### config.mk
export PLATFORM = sky130hd
export DESIGN_NAME = mqtt_receive_packet_parser_top
export DESIGN_NICKNAME = d
export VERILOG_FILES = /design/src/hdl/mqttrx_pkg.sv /design/src/hdl/mqttrx_parser.sv /design/src/hdl/mqtt_receive_packet_parser_top.sv
export VERILOG_INCLUDE_DIRS = /design/src /design/src/hdl
export SDC_FILE = /design/constraint.sdc
export NUM_CORES = 1
export LEC_CHECK = 0
export ABC_AREA = 1
export BUFFER_PORTS_ARGS = -buffer_cell sky130_fd_sc_hd__buf_2
export CAP_MARGIN = 5
export CORE_MARGIN = 1.5
export CORE_UTILIZATION = 45
export CTS_CLUSTER_SIZE = 12
export DETAILED_ROUTE_END_ITERATION = 10
export HOLD_SLACK_MARGIN = 0.15
export PLACE_DENSITY = 0.65
export SLEW_MARGIN = 20
export SYNTH_ARGS = -nofsm -noshare
export SYNTH_HDL_FRONTEND = slang
export SYNTH_SLANG_ARGS = --single-unit
### constraint.sdc
create_clock -name clock -period 12.4 [get_ports clock]
set_input_delay 1.24 -clock clock [delete_from_list [all_inputs] [get_ports clock]]
set_output_delay 1.24 -clock clock [all_outputs]
set_load 0.005 [all_outputs]
### src/hdl/mqtt_receive_packet_parser_top_macros.svh
// Assertion macros shared by the MQTT receive parser modules.
`ifndef MQTT_RECEIVE_PACKET_PARSER_TOP_MACROS_SVH
`define MQTT_RECEIVE_PACKET_PARSER_TOP_MACROS_SVH

// Same-cycle implication, checked at every rising clock edge outside reset.
`define MQTTRX_ASSERT_NOW(label, ante, cons, msg) \
   label: assert property (@(posedge clock) disable iff (reset) (ante) |-> (cons)) \
      else $error(msg);

// Next-cycle implication, checked at every rising clock edge outside reset.
`define MQTTRX_ASSERT_NEXT(label, ante, cons, msg) \
   label: assert property (@(posedge clock) disable iff (reset) (ante) |=> (cons)) \
      else $error(msg);

`endif

### src/hdl/mqttrx_pkg.sv
// Types and constants for the MQTT 3.1.1 receive packet parser.
`default_nettype none
package mqttrx_pkg;

   localparam int unsigned LEN_W = 28;

   localparam logic [LEN_W-1:0] MAX_BODY_RESET = LEN_W'(1024 * 1024);

   localparam logic [3:0] TYPE_PUBLISH = 4'd3;
   localparam logic [3:0] TYPE_PINGREQ = 4'd12;

   localparam logic [2:0] KIND_HEADER    = 3'd0;
   localparam logic [2:0] KIND_LENGTH    = 3'd1;
   localparam logic [2:0] KIND_TOPIC_LEN = 3'd2;
   localparam logic [2:0] KIND_TOPIC     = 3'd3;
   localparam logic [2:0] KIND_PACKET_ID = 3'd4;
   localparam logic [2:0] KIND_PAYLOAD   = 3'd5;
   localparam logic [2:0] KIND_OTHER     = 3'd6;

   localparam logic [1:0] ERR_NONE      = 2'd0;
   localparam logic [1:0] ERR_TOO_LARGE = 2'd1;
   localparam logic [1:0] ERR_MALFORMED = 2'd2;

   localparam logic [1:0] REPLY_NONE     = 2'd0;
   localparam logic [1:0] REPLY_PUBACK   = 2'd1;
   localparam logic [1:0] REPLY_PINGRESP = 2'd2;

   typedef struct packed {
      logic [7:0]  byte_value;
      logic [2:0]  byte_kind;
      logic [3:0]  packet_type;
      logic [1:0]  qos_level;
      logic        retain_flag;
      logic [15:0] message_id;
      logic        packet_done;
      logic [1:0]  error_code;
      logic [1:0]  reply_kind;
   } result_type;

endpackage
`default_nettype wire

### src/hdl/mqttrx_parser.sv
// Byte-level parse state and combinational classification of one stream byte.
`default_nettype none
`include "mqtt_receive_packet_parser_top_macros.svh"
module mqttrx_parser
   import mqttrx_pkg::*;
(
   input  wire logic             clock,
   input  wire logic             reset,
   input  wire logic             advance,
   input  wire logic [7:0]       rx_byte,
   input  wire logic [LEN_W-1:0] max_body_length,
   output result_type            result
);

   typedef enum logic [1:0] {
      PH_HEADER,
      PH_LENGTH,
      PH_BODY
   } phase_type;

   phase_type        phase_ff, phase_in;
   logic [7:0]       header_ff, header_in;
   logic [LEN_W-1:0] length_ff, length_in;
   logic [1:0]       group_ff, group_in;
   logic [LEN_W-1:0] position_ff, position_in;
   logic [15:0]      topic_ff, topic_in;
   logic [15:0]      msg_id_ff, msg_id_in;

   logic [LEN_W-1:0] group_value;
   logic [LEN_W-1:0] length_sum;
   logic [16:0]      topic_end;
   logic [17:0]      id_end;
   logic [17:0]      need;
   logic             pub_cur;
   logic             ping_cur;
   logic [1:0]       qos_cur;
   logic             pub_out;

   always_comb begin
      case (group_ff)
         2'd0:    group_value = {21'b0, rx_byte[6:0]};
         2'd1:    group_value = {14'b0, rx_byte[6:0], 7'b0};
         2'd2:    group_value = {7'b0, rx_byte[6:0], 14'b0};
         default: group_value = {rx_byte[6:0], 21'b0};
      endcase
   end

   assign length_sum = length_ff + group_value;
   assign pub_cur    = (header_ff[7:4] == TYPE_PUBLISH);
   assign ping_cur   = (header_ff[7:4] == TYPE_PINGREQ);
   assign qos_cur    = header_ff[2:1];

   always_comb begin
      phase_in    = phase_ff;
      header_in   = header_ff;
      length_in   = length_ff;
      group_in    = group_ff;
      position_in = position_ff;
      topic_in    = topic_ff;
      msg_id_in   = msg_id_ff;
      topic_end   = '0;
      id_end      = '0;
      need        = '0;

      result             = '0;
      result.byte_value  = rx_byte;

      case (phase_ff)
         PH_LENGTH: begin
            result.byte_kind = KIND_LENGTH;
            length_in        = length_sum;
            if (rx_byte[7] && group_ff != 2'd3) begin
               group_in = group_ff + 2'd1;
            end else if (length_sum > max_body_length) begin
               result.packet_done = 1'b1;
               result.error_code  = ERR_TOO_LARGE;
               phase_in           = PH_HEADER;
            end else if (length_sum == '0) begin
               result.packet_done = 1'b1;
               if (pub_cur) begin
                  result.error_code = ERR_MALFORMED;
               end else if (ping_cur) begin
                  result.reply_kind = REPLY_PINGRESP;
               end
               phase_in = PH_HEADER;
            end else begin
               position_in = '0;
               topic_in    = '0;
               msg_id_in   = '0;
               phase_in    = PH_BODY;
            end
         end
         PH_BODY: begin
            if (pub_cur) begin
               // The two leading body bytes carry the topic length, high byte first.
               if (position_ff < LEN_W'(2)) begin
                  result.byte_kind = KIND_TOPIC_LEN;
                  topic_in         = {topic_ff[7:0], rx_byte};
               end
               topic_end = 17'd2 + {1'b0, topic_in};
               id_end    = {1'b0, topic_end} + 18'd2;
               if (position_ff >= LEN_W'(2)) begin
                  if (position_ff < {11'b0, topic_end}) begin
                     result.byte_kind = KIND_TOPIC;
                  end else if (qos_cur != 2'd0 && position_ff < {10'b0, id_end}) begin
                     result.byte_kind = KIND_PACKET_ID;
                     msg_id_in        = {msg_id_ff[7:0], rx_byte};
                  end else begin
                     result.byte_kind = KIND_PAYLOAD;
                  end
               end
               result.message_id = msg_id_in;
            end else begin
               result.byte_kind = KIND_OTHER;
            end
            if ({1'b0, position_ff} + 29'd1 >= {1'b0, length_ff}) begin
               result.packet_done = 1'b1;
               need = {1'b0, topic_end} + ((qos_cur != 2'd0) ? 18'd2 : 18'd0);
               if (pub_cur) begin
                  if (length_ff < LEN_W'(2) || {10'b0, need} > length_ff) begin
                     result.error_code = ERR_MALFORMED;
                  end else if (qos_cur == 2'd1 && msg_id_in != 16'd0) begin
                     result.reply_kind = REPLY_PUBACK;
                  end
               end else if (ping_cur) begin
                  result.reply_kind = REPLY_PINGRESP;
               end
               phase_in = PH_HEADER;
            end else begin
               position_in = position_ff + LEN_W'(1);
            end
         end
         default: begin
            result.byte_kind = KIND_HEADER;
            header_in        = rx_byte;
            length_in        = '0;
            group_in         = '0;
            phase_in         = PH_LENGTH;
         end
      endcase

      // Header fields always come from the header byte as it stands after this item.
      pub_out            = (header_in[7:4] == TYPE_PUBLISH);
      result.packet_type = header_in[7:4];
      result.qos_level   = pub_out ? header_in[2:1] : 2'd0;
      result.retain_flag = pub_out ? header_in[0] : 1'b0;
   end

   always_ff @(posedge clock) begin
      if (reset) begin
         phase_ff    <= PH_HEADER;
         header_ff   <= '0;
         length_ff   <= '0;
         group_ff    <= '0;
         position_ff <= '0;
         topic_ff    <= '0;
         msg_id_ff   <= '0;
      end else if (advance) begin
         phase_ff    <= phase_in;
         header_ff   <= header_in;
         length_ff   <= length_in;
         group_ff    <= group_in;
         position_ff <= position_in;
         topic_ff    <= topic_in;
         msg_id_ff   <= msg_id_in;
      end
   end

   `MQTTRX_ASSERT_NOW(a_err_on_done, result.error_code != ERR_NONE, result.packet_done,
      "error reported on a byte that does not end a packet")
   `MQTTRX_ASSERT_NOW(a_reply_on_done, result.reply_kind != REPLY_NONE, result.packet_done,
      "reply requested on a byte that does not end a packet")
   `MQTTRX_ASSERT_NEXT(a_done_to_header, advance && result.packet_done, phase_ff == PH_HEADER,
      "parser did not return to the header phase after a packet end")
   `MQTTRX_ASSERT_NEXT(a_header_to_length, advance && phase_ff == PH_HEADER,
      phase_ff == PH_LENGTH, "header byte not followed by the length phase")

endmodule
`default_nettype wire

### src/hdl/mqtt_receive_packet_parser_top.sv
// MQTT 3.1.1 receive parser: one stream byte in, one classified byte out.
//
// Input channel req_*: one received stream byte per item in req_tdata.
// Result channel rsp_*: one item per input byte, carrying the byte, its kind
// (rsp_tuser), the header fields, the packet id, error and reply request;
// rsp_tlast marks the last byte of a packet.
// Configuration channel csr_*: writes max_body_length; always ready. It must be
// written only while no item is in flight; the block itself does not enforce this.
// An accepted byte waits in the input register and is classified into the
// result register, from which its result is offered. Throughput: one item
// per cycle while the receiver does not stall, limited by the single parse
// state update per byte.
// Reset clears the parse state to wait for a header byte, empties both
// registers and restores max_body_length to 1048576.
// When the receiver stalls, the result register holds and the input register
// fills; req_tready then drops until the result is taken.
`default_nettype none
`include "mqtt_receive_packet_parser_top_macros.svh"
module mqtt_receive_packet_parser_top
   import mqttrx_pkg::*;
(
   input  wire logic             clock,
   input  wire logic             reset,
   input  wire logic             req_tvalid,
   output      logic             req_tready,
   input  wire logic [7:0]       req_tdata,   // [7:0] rx_byte
   output      logic             rsp_tvalid,
   input  wire logic             rsp_tready,
   output      logic [39:0]      rsp_tdata,   // [7:0] byte_value, [11:8] packet_type,
                                              // [13:12] qos_level, [14] retain_flag,
                                              // [30:15] message_id, [32:31] error_code,
                                              // [34:33] reply_kind, [39:35] zero
   output      logic [2:0]       rsp_tuser,   // [2:0] byte_kind
   output      logic             rsp_tlast,   // packet_done
   input  wire logic             csr_valid,
   output      logic             csr_ready,
   input  wire logic [LEN_W-1:0] csr_data     // [27:0] max_body_length
);

   logic             in_valid_ff, in_valid_in;
   logic [7:0]       in_byte_ff, in_byte_in;
   logic             out_valid_ff, out_valid_in;
   result_type       out_ff, out_in;
   logic [LEN_W-1:0] max_len_ff;
   logic             out_free;
   logic             advance;
   result_type       parsed;

   assign out_free   = !out_valid_ff || rsp_tready;
   assign advance    = in_valid_ff && out_free;
   assign req_tready = !in_valid_ff || out_free;
   assign csr_ready  = 1'b1;

   mqttrx_parser u_parser (
      .clock           (clock),
      .reset           (reset),
      .advance         (advance),
      .rx_byte         (in_byte_ff),
      .max_body_length (max_len_ff),
      .result          (parsed)
   );

   always_comb begin
      in_valid_in = in_valid_ff;
      in_byte_in  = in_byte_ff;
      if (req_tvalid && req_tready) begin
         in_valid_in = 1'b1;
         in_byte_in  = req_tdata;
      end else if (advance) begin
         in_valid_in = 1'b0;
      end

      out_valid_in = out_valid_ff;
      out_in       = out_ff;
      if (advance) begin
         out_valid_in = 1'b1;
         out_in       = parsed;
      end else if (rsp_tready) begin
         out_valid_in = 1'b0;
      end
   end

   always_ff @(posedge clock) begin
      if (reset) begin
         in_valid_ff  <= 1'b0;
         out_valid_ff <= 1'b0;
         max_len_ff   <= MAX_BODY_RESET;
      end else begin
         in_valid_ff  <= in_valid_in;
         out_valid_ff <= out_valid_in;
         if (csr_valid && csr_ready) begin
            max_len_ff <= csr_data;
         end
      end
      in_byte_ff <= in_byte_in;
      out_ff     <= out_in;
   end

   assign rsp_tvalid = out_valid_ff;
   assign rsp_tuser  = out_ff.byte_kind;
   assign rsp_tlast  = out_ff.packet_done;
   assign rsp_tdata  = {5'b0, out_ff.reply_kind, out_ff.error_code, out_ff.message_id,
                        out_ff.retain_flag, out_ff.qos_level, out_ff.packet_type,
                        out_ff.byte_value};

   `MQTTRX_ASSERT_NEXT(a_adv_fills_out, advance, out_valid_ff,
      "parsed item did not reach the result register")
   `MQTTRX_ASSERT_NEXT(a_held_input_kept, in_valid_ff && !out_free,
      in_valid_ff && $stable(in_byte_ff), "pending input item lost during a stall")
   `MQTTRX_ASSERT_NOW(a_done_kind, out_valid_ff && out_ff.packet_done,
      out_ff.byte_kind != KIND_HEADER, "a header byte was marked as a packet end")

endmodule
`default_nettype wire

# Word-level counts from Yosys, hierarchy flattened

Index checks and enable logic that the tools add are counted.

Output and inout bits: 47
Input bits: 41
Bits in registers: 177
Word-level logic and storage cells: 136

Bitwise gates (word level): 2
Reductions and logical operators: 26
Mux-type cells: 56
$add $sub $neg: 7
$lt $le $gt $ge: 8
Equality and inequality tests: 16

Operators by type and width:

| cell                  | count |
|---|---|
| $mux 16               | 12 |
| $mux 28               | 4 |
| $pmux 28 s2           | 2 |
| $pmux 28 s3           | 1 |
| $pmux 16 s2           | 2 |
| $lt 28x2->1 const B   | 2 |
| $mux 17               | 2 |
| $mux 2                | 15 |
| $add 28x1->29 const B | 1 |
| $ge 29x28->1          | 1 |
| $add 28x1->28 const B | 1 |
| $add 28x28->28        | 1 |
| $ge 28x2->1 const B   | 1 |
| $gt 18x28->1          | 1 |
| $gt 28x28->1          | 1 |
| $logic_not 28->1      | 1 |
| $lt 28x17->1          | 1 |
| $lt 28x18->1          | 1 |
| $add 17x18->18        | 1 |
| $add 17x2->18 const B | 1 |
| $add 2x16->17 const A | 1 |
| $reduce_bool 16->1    | 1 |
| $mux 5                | 3 |
| $mux 3                | 4 |
| 23 further kinds      | 54 |

# Depth between registers and ports, before layout

Gate-level depths: netlist of run 1.

Word-level depth: 20
Depth in mapped cells: 41
Gate-level depth less buffers: 39

# Cells and area by module

Synthesis of run 1 repeated with hierarchy kept, for this count alone.

Cells, all modules: 1915
Area, all modules: 13580.5 um2

By module, submodules not included:

| module                         | times used | sequential area each (um2) | cells an instance | area an instance (um2) |
|---|---|---|---|---|
| mqttrx_parser                  | 1          | 1981.9                     | 1727              | 11019.3 |
| mqtt_receive_packet_parser_top | 1          | 2011.9                     | 188               | 2561.2 |

# Least setup slack after synthesis of run 1

OpenSTA, ideal clock, no wires.

Path type: register to register
Start point: reg u_parser.position_ff[15]
End point: reg out_ff (netlist bit rsp_tdata[33]) (data pin)
Required time: 12.148 ns
Clock period less this slack: 5.222 ns
Slack: 7.178 ns
Setup time: 0.252 ns
Stages on the path, launching flop included: 36
Path buffers: 3
Arrival: 4.969 ns
Path through: dfxtp_1 -> buf_2 -> nor3_2 -> nand2_1 -> nor2_2 -> nand2_2 -> buf_6 -> o21ai_0 -> ha_1 -> nand3_4 -> nor3_2 -> xor2_1 -> inv_2 -> nor2_1 -> inv_1 -> nor2_1 -> nand3_1 -> nor3_2 -> nand3_1 -> xnor2_1 -> ha_1 -> a21oi_1 -> o21ai_0 -> nand4_1 -> nand2_1 -> a21oi_2 -> buf_2 -> nand4_1 -> nand2_1 -> nand2_1 -> nand2_1 -> nand2_1 -> nor2_1 -> nand2_1 -> nor2_1 -> nor2_1

RTL lines:

| element                | RTL line                             | text |
|---|---|---|
| from (decl)            | mqttrx_parser.sv:25                  | `logic [LEN_W-1:0] position_ff, position_in;` |
| from (signal assigned) | mqttrx_parser.sv:163                 | `position_ff <= position_in;` |
| to (signal assigned)   | mqtt_receive_packet_parser_top.sv:96 | `out_ff <= out_in;` |
| to (decl)              | mqtt_receive_packet_parser_top.sv:43 | `result_type out_ff, out_in;` |

==> results of run 1 <==
## cell usage after synthesis, types with 2 or more instances
| cell | count |
|---|---|
| inv_1 | 236 |
| or2_2 | 3 |
| edfxtp_1 | 47 |
| or2_1 | 2 |
| nand3b_1 | 5 |
| nand2_4 | 4 |
| nor2_4 | 5 |
| a21boi_0 | 2 |
| nand4_1 | 95 |
| o21ai_2 | 4 |
| o21ai_0 | 73 |
| xnor2_1 | 15 |
| nor3_2 | 7 |
| clkinv_1 | 9 |
| o21a_1 | 5 |
| a211oi_1 | 5 |
| nor3_1 | 36 |
| nor2_1 | 121 |
| nor4_1 | 17 |
| a2111oi_0 | 4 |
| a21o_1 | 3 |
| buf_2 | 9 |
| o221ai_1 | 2 |
| o211ai_1 | 2 |
| xor2_1 | 56 |
| buf_6 | 2 |
| inv_2 | 13 |
| nor2_2 | 11 |
| nand3_1 | 70 |
| a31oi_1 | 3 |
| dfxtp_1 | 129 |
| nand2_2 | 18 |
| o21ai_1 | 5 |
| o21bai_1 | 4 |
| o221a_2 | 3 |
| nand2_1 | 429 |
| nand3_4 | 3 |
| a21oi_1 | 207 |
| buf_4 | 14 |
| clkbuf_1 | 38 |
| conb_1 | 2 |
| ha_1 | 147 |
| xor2_2 | 2 |
## worst max-delay path, delay by kind of cell, from the launching register on
kind / cells / cell delay, ns
compound gates: 5 / 1.91
buf+inv: 3 / 0.36
simple gates: 22 / 2.92
fa+ha+maj: 2 / 0.63
flops: 1 / 0.39
xor+xnor: 2 / 0.49
## per-layer routing
layer / vias up / global-route usage [%]
li1: 6426 / -
met1: 5781 / 33.62
met2: 345 / 41.52
met3: 35 / 4.630
met4: 0 / 6.731
met5: - / 0
## registers in the layout, summed over array words and instances, names as in the netlist, 2 cells and up
signal / cells
u_parser.position_ff: 28
u_parser.topic_ff: 16
u_parser.header_ff: 7
u_parser.phase_ff: 2
rsp_tuser: 3
in_byte_ff: 8
max_len_ff: 28
u_parser.group_ff: 2
u_parser.length_ff: 28
rsp_tdata: 35
u_parser.msg_id_ff: 16
## worst max-delay path by stage
stage / startpoint / endpoint / slack, ns / depth (start not counted)
3_5_place_dp: u_parser.position_ff[1]$_SDFFE_PP0P_ / rsp_tdata[33]$_DFFE_PP_ / 5.63 / 34
5_1_grt: u_parser.position_ff[1]$_SDFFE_PP0P_ / rsp_tdata[33]$_DFFE_PP_ / 4.70 / 34
3_3_place_gp: u_parser.position_ff[1]$_SDFFE_PP0P_ / rsp_tdata[33]$_DFFE_PP_ / 5.79 / 34
2_1_floorplan: u_parser.position_ff[15]$_SDFFE_PP0P_ / rsp_tdata[33]$_DFFE_PP_ / 7.18 / 35
4_1_cts: u_parser.position_ff[1]$_SDFFE_PP0P_ / rsp_tdata[33]$_DFFE_PP_ / 5.57 / 34
6_report: u_parser.position_ff[1]$_SDFFE_PP0P_ / rsp_tdata[33]$_DFFE_PP_ / 5.43 / 34
## logic make-up (layout without fill, tap and decap cells)
family | count (synthesis) | after routing | synth area share, %
other cells | 2 | 8 | 0.05556
xor+xnor | 75 | 75 | 5.165
mux | 1 | 1 | 0.08330
compound gates | 332 | 332 | 13.47
buf+inv | 322 | 381 | 9.645
simple gates | 831 | 831 | 28.28
flops | 176 | 176 | 29.55
fa+ha+maj | 148 | 148 | 13.76
## final cells by class
class	count	area (um^2)	area share [%]
sequential	176	3994	27.09
clock inverter	13	123.9	0.8401
inverter	258	968.4	6.568
multi-input combinational	1395	8255	55.99
clock buffer	19	432.9	2.936
timing repair buffer	91	483.0	3.275
tap	390	488.0	3.309
## where the power goes
| part | internal (mW) | switching, mW |
|---|---|---|
| Combinational | 0.0448 | 0.0974 |
| Sequential | 0.606 | 0.00885 |
| Clock | 0.266 | 0.263 |
==> results_dict.tcl, run 1 <==
set metrics [dict create \
    worstRegToRegCells 34 \
    mostFrequentLayoutCells "nand2_1 (429), inv_1 (236), a21oi_1 (207), ha_1 (147), dfxtp_1 (129)" \
    utilization_pct 49.75 \
    synth_ff_type "dfxtp_1" \
    core_um2 29640 \
    root_buffer "clkbuf_16" \
    pre_cts_ws_ns 5.633 \
    yosys_warnings 0 \
    async_reset_ff_share_pct 0 \
    wl_met3_um 2132 \
    hold_path.startpoint "u_parser.topic_ff[14]$_SDFFE_PP0P_" \
    htreeDepth 4 \
    gp_congestion 0.9276 \
    dieArea_um2 31090 \
    wl_per_cell_um 16.33 \
    status "completed" \
    startpoint_type "flop" \
    via_count 12590 \
    cts.clk_slew.worst_paths_ns 0.08 \
    synth_largest_area_cell "dfxtp_1" \
    setup-violations-final 0 \
    area_growth_pct 9.090 \
    grt_pass1_wl_um 61120 \
    leakage_nw 6.853 \
    drv_cap 0 \
    drive_above_1_share_pct 10.45 \
    regToRegEndpoint "rsp_tdata[33]$_DFFE_PP_" \
    p_per_area_nw_per_um2 87.26 \
    holdWs_ns 0.4649 \
    clock_sinks 176 \
    slew_headroom_pct 29.78 \
    worstHoldEndpoint "u_parser.topic_ff[14]$_SDFFE_PP0P_" \
    cts_buffer_depth 2 \
    hold_class "reg2reg" \
    ctsHoldBuffers 0 \
    rows 63 \
    synth_edf_count 47 \
    cts_tree "built" \
    worstSetupPathType "reg2reg" \
    seq_area_frac_synth_pct 29.55 \
    initial_core_util_pct 45.61 \
    layout.cells.non_filler 2342 \
    hpwl_um 29490 \
    crit_top_cell "nand2_1" \
    finalSetupTns_ns 0 \
    netlist.area_leader.share_pct 19.11 \
    cts_resized 0 \
    setup_slack_ns 5.425 \
    slowest_stage "a21oi_2" \
    placed_cell_area_um2 14190 \
    hold_violations 0 \
    skew_ns 0.01542 \
    antennaDiodeCount 0 \
    min_path_cells 2 \
    synth-seq-cells 176 \
    synthTopCellsByArea "dfxtp_1 (19%), ha_1 (14%), nand2_1 (12%), edfxtp_1 (10%), a21oi_1 (7.7%)" \
    drt_wl_total_um 38250 \
    cp_max_fo 21 \
    r2r_setup_slack_ns 5.43 \
    period_share_pct 56.25 \
    power.total_mw 1.287 \
    max_stage_delay_ns 0.78 \
    slew_viol_final 0 \
    synth_cell_type_count 63 \
    final_common_cell "nand2_1" \
    place_inst 2310 \
    required_ns 12.61 \
    dr.pass1.iters 5 \
    ant_nets 0 \
    via_per_inst 5.374 \
    grt_max_degree 62 \
    highest_layer "met4" \
    end_kind "flop" \
    fill_cells 2983 \
    io_pins 88 \
    port_buffers 81 \
    drt_iter0_drc 919 \
    grt.total_usage_pct 25.15 \
    antenna_found_initial 0 \
    ir_worst_vdd_v 0.00009003 \
    post-route-drc-count 0 \
    numCtsBuffers 17 \
    grt_pass1_vias 11610 \
    wl_met1_um 17830 \
    rsz0062_at_grt "false" \
    clk_latency_ns 0.46 \
    fmax_mhz 143.4 \
    post_cts_buffers 0 \
    r2r-start "u_parser.position_ff[1]$_SDFFE_PP0P_" \
    fin_nets 2128 \
    crit_arrival_ns 7.19 \
    overflow 0 \
    final_area_um2 14750 \
    finalCriticalPeriod_ns 6.975 \
    die_w_um 176.3 \
    timing_worst_slew_pin_value_ns 1.053 \
    syn_avg_cell_area_um2 7.163 \
    die_y_um 176.3 \
    dr_wl_met2_um 17660 \
    syn_area_um2 13520 \
    syn-instance-count 1887 \
]
No activity file was read; power rests on OpenSTA's default activity.
==> run 2: changes to the inputs <==
Settings changed: PLACE_DENSITY 0.65 to 0.68.
Clock period 12.4 ns to 6.35 ns, I/O delays scaled along.
==> run 2 against run 1 <==
Against the previous run: global-route usage grew 0.23 points; clock power rose by 120%; final area rose by 1.4%; clock skew increased by 0.0028 ns; count of clock-buffer cells in the layout shrank 2; worst hold slack got worse by 0.11 ns; via count up 1.1%; flip-flop and latch count is the same; first-iteration DRC count is 19% higher; critical path depth shrank 6.
==> results_dict.tcl, run 2 (synthesis results as in run 1) <==
set metrics [dict create \
    cts_buffer_depth 2 \
    clock_sinks 176 \
    via_count 12730 \
    hold_violations 0 \
    required_ns 6.61 \
    area_growth_pct 10.61 \
    crit_path_start "u_parser.position_ff[2]$_SDFFE_PP0P_" \
    gp_congestion 0.9427 \
    initial_core_util_pct 45.61 \
    skew_ns 0.01819 \
    end_kind "flop" \
    drt_wl_total_um 38580 \
    drv_cap 0 \
    drive_above_1_share_pct 11.26 \
    port_buffers 81 \
    r2r-start "u_parser.position_ff[2]$_SDFFE_PP0P_" \
    via_per_inst 5.411 \
    wl_per_cell_um 16.40 \
    utilization_pct 50.44 \
    ctsHoldBuffers 0 \
    die_y_um 176.3 \
    core_um2 29640 \
    fmax_mhz 170.3 \
    overflow 0 \
    fill_cells 3010 \
    hpwl_um 29800 \
    min_path_cells 1 \
    leakage_nw 6.958 \
    root_buffer "clkbuf_16" \
    slew_headroom_pct 32.31 \
    io_pins 88 \
    slew_viol_final 0 \
    timing_worst_slew_pin_value_ns 1.015 \
    post-route-drc-count 0 \
    startpoint_type "flop" \
    die_w_um 176.3 \
    final_area_um2 14950 \
    finalSetupTns_ns 0 \
    rows 63 \
    grt.total_usage_pct 25.37 \
    setup_slack_ns 0.4766 \
    placed_cell_area_um2 14260 \
    cts_tree "built" \
    status "completed" \
    hold_class "in2reg" \
    fin_nets 2139 \
    p_per_area_nw_per_um2 176.8 \
    path_buf_inv 4 \
    setup-violations-final 0 \
    worstSetupPathType "reg2reg" \
    antenna_found_initial 0 \
    power.total_mw 2.643 \
    numCtsBuffers 17 \
    dieArea_um2 31090 \
    grt_max_degree 85 \
    grt_pass1_wl_um 62250 \
    worstHoldEndpoint "in_byte_ff[3]$_DFFE_PP_" \
    worstRegToRegCells 28 \
    r2r_setup_slack_ns 0.48 \
    cts.clk_slew.worst_paths_ns 0.09 \
    htreeDepth 4 \
    pre_cts_ws_ns 0.2969 \
    holdWs_ns 0.3599 \
    antennaDiodeCount 0 \
    cp_top_family "simple AND/OR/NAND/NOR gates" \
    largest_register_ffs 35 \
    slowest_stage "dfxtp_1" \
    hold_path.startpoint "req_tdata[3]" \
    place_inst 2320 \
    finalCriticalPeriod_ns 5.873 \
    period_share_pct 92.49 \
    cp_max_fo 18 \
    crit_arrival_ns 6.13 \
    layout.cells.non_filler 2353 \
    drt_iter0_drc 1090 \
    max_stage_delay_ns 0.42 \
    ir_worst_vdd_v 0.0001567 \
    grt_pass1_vias 12090 \
    final_common_cell "nand2_1" \
    ant_nets 0 \
    regToRegEndpoint "rsp_tdata[32]$_DFFE_PP_" \
    dr.pass1.iters 5 \
    clk_latency_ns 0.45 \
    mostFrequentLayoutCells "nand2_1 (429), inv_1 (236), a21oi_1 (207), ha_1 (146), dfxtp_1 (129)" \
]
==> run 2: changes by cell type in the layout (fill, tap and decap cells not counted), moves of 2 or more <==
cell	previous run	this run
buf_4	11	20
clkinv_8	1	5
nor2_2	11	13
inv_12	0	4
clkbuf_1	2	0
inv_8	4	2
inv_6	4	2
==> run 2: worst max-delay path by stage <==
stage          slack [ns]  cells after the start                 endpoint
2_1_floorplan        1.13                     35  rsp_tdata[33]$_DFFE_PP_
3_3_place_gp         0.28                     32  rsp_tdata[33]$_DFFE_PP_
3_5_place_dp         0.30                     33  rsp_tdata[33]$_DFFE_PP_
4_1_cts              0.26                     34  rsp_tdata[33]$_DFFE_PP_
5_1_grt             -0.02                     33  rsp_tdata[33]$_DFFE_PP_
6_report             0.48                     28  rsp_tdata[32]$_DFFE_PP_
==> run 2: report_power, final <==
part / switching (mW) / leakage [nW] / total, mW / internal (mW)
combinational: 0.191 / 5.15 / 0.285 / 0.0938
clock: 0.603 / 0.308 / 1.16 / 0.555
sequential: 0.0162 / 1.50 / 1.20 / 1.18
==> run 2: per-layer routing <==
metal	vias to the layer above	share of wire, %	GRT usage, %
met2	334	47	42.83
li1	6452	-	-
met5	-	0	0
met3	57	4.3	3.747
met1	5888	47	33.62
met4	0	2.3	7.087
==> run 2: area by class of cell <==
class / instances / area (um^2) / share of cell area (%)
Inverter: 258 / 968.4 / 6.478
Tap cell: 390 / 488.0 / 3.264
Clock inverter: 15 / 215.2 / 1.439
Timing Repair Buffer: 102 / 575.6 / 3.850
Multi-Input combinational cell: 1395 / 8284 / 55.41
Clock buffer: 17 / 425.4 / 2.845
Sequential cell: 176 / 3994 / 26.71
==> run 2: what timing repair did <==
item,in CTS,in global routing
endpoints found under the setup margin,0,14
resized for setup,0,6
buffers inserted,0,1
==> run 2: worst register-to-register path, delay by kind of cell, from the launching register on <==
family	cells	cell delay, ns
simple gates	14	2.34
buf+inv	4	0.66
flops	1	0.42
xor+xnor	1	0.29
fa+ha+maj	3	0.71
compound gates	6	1.27
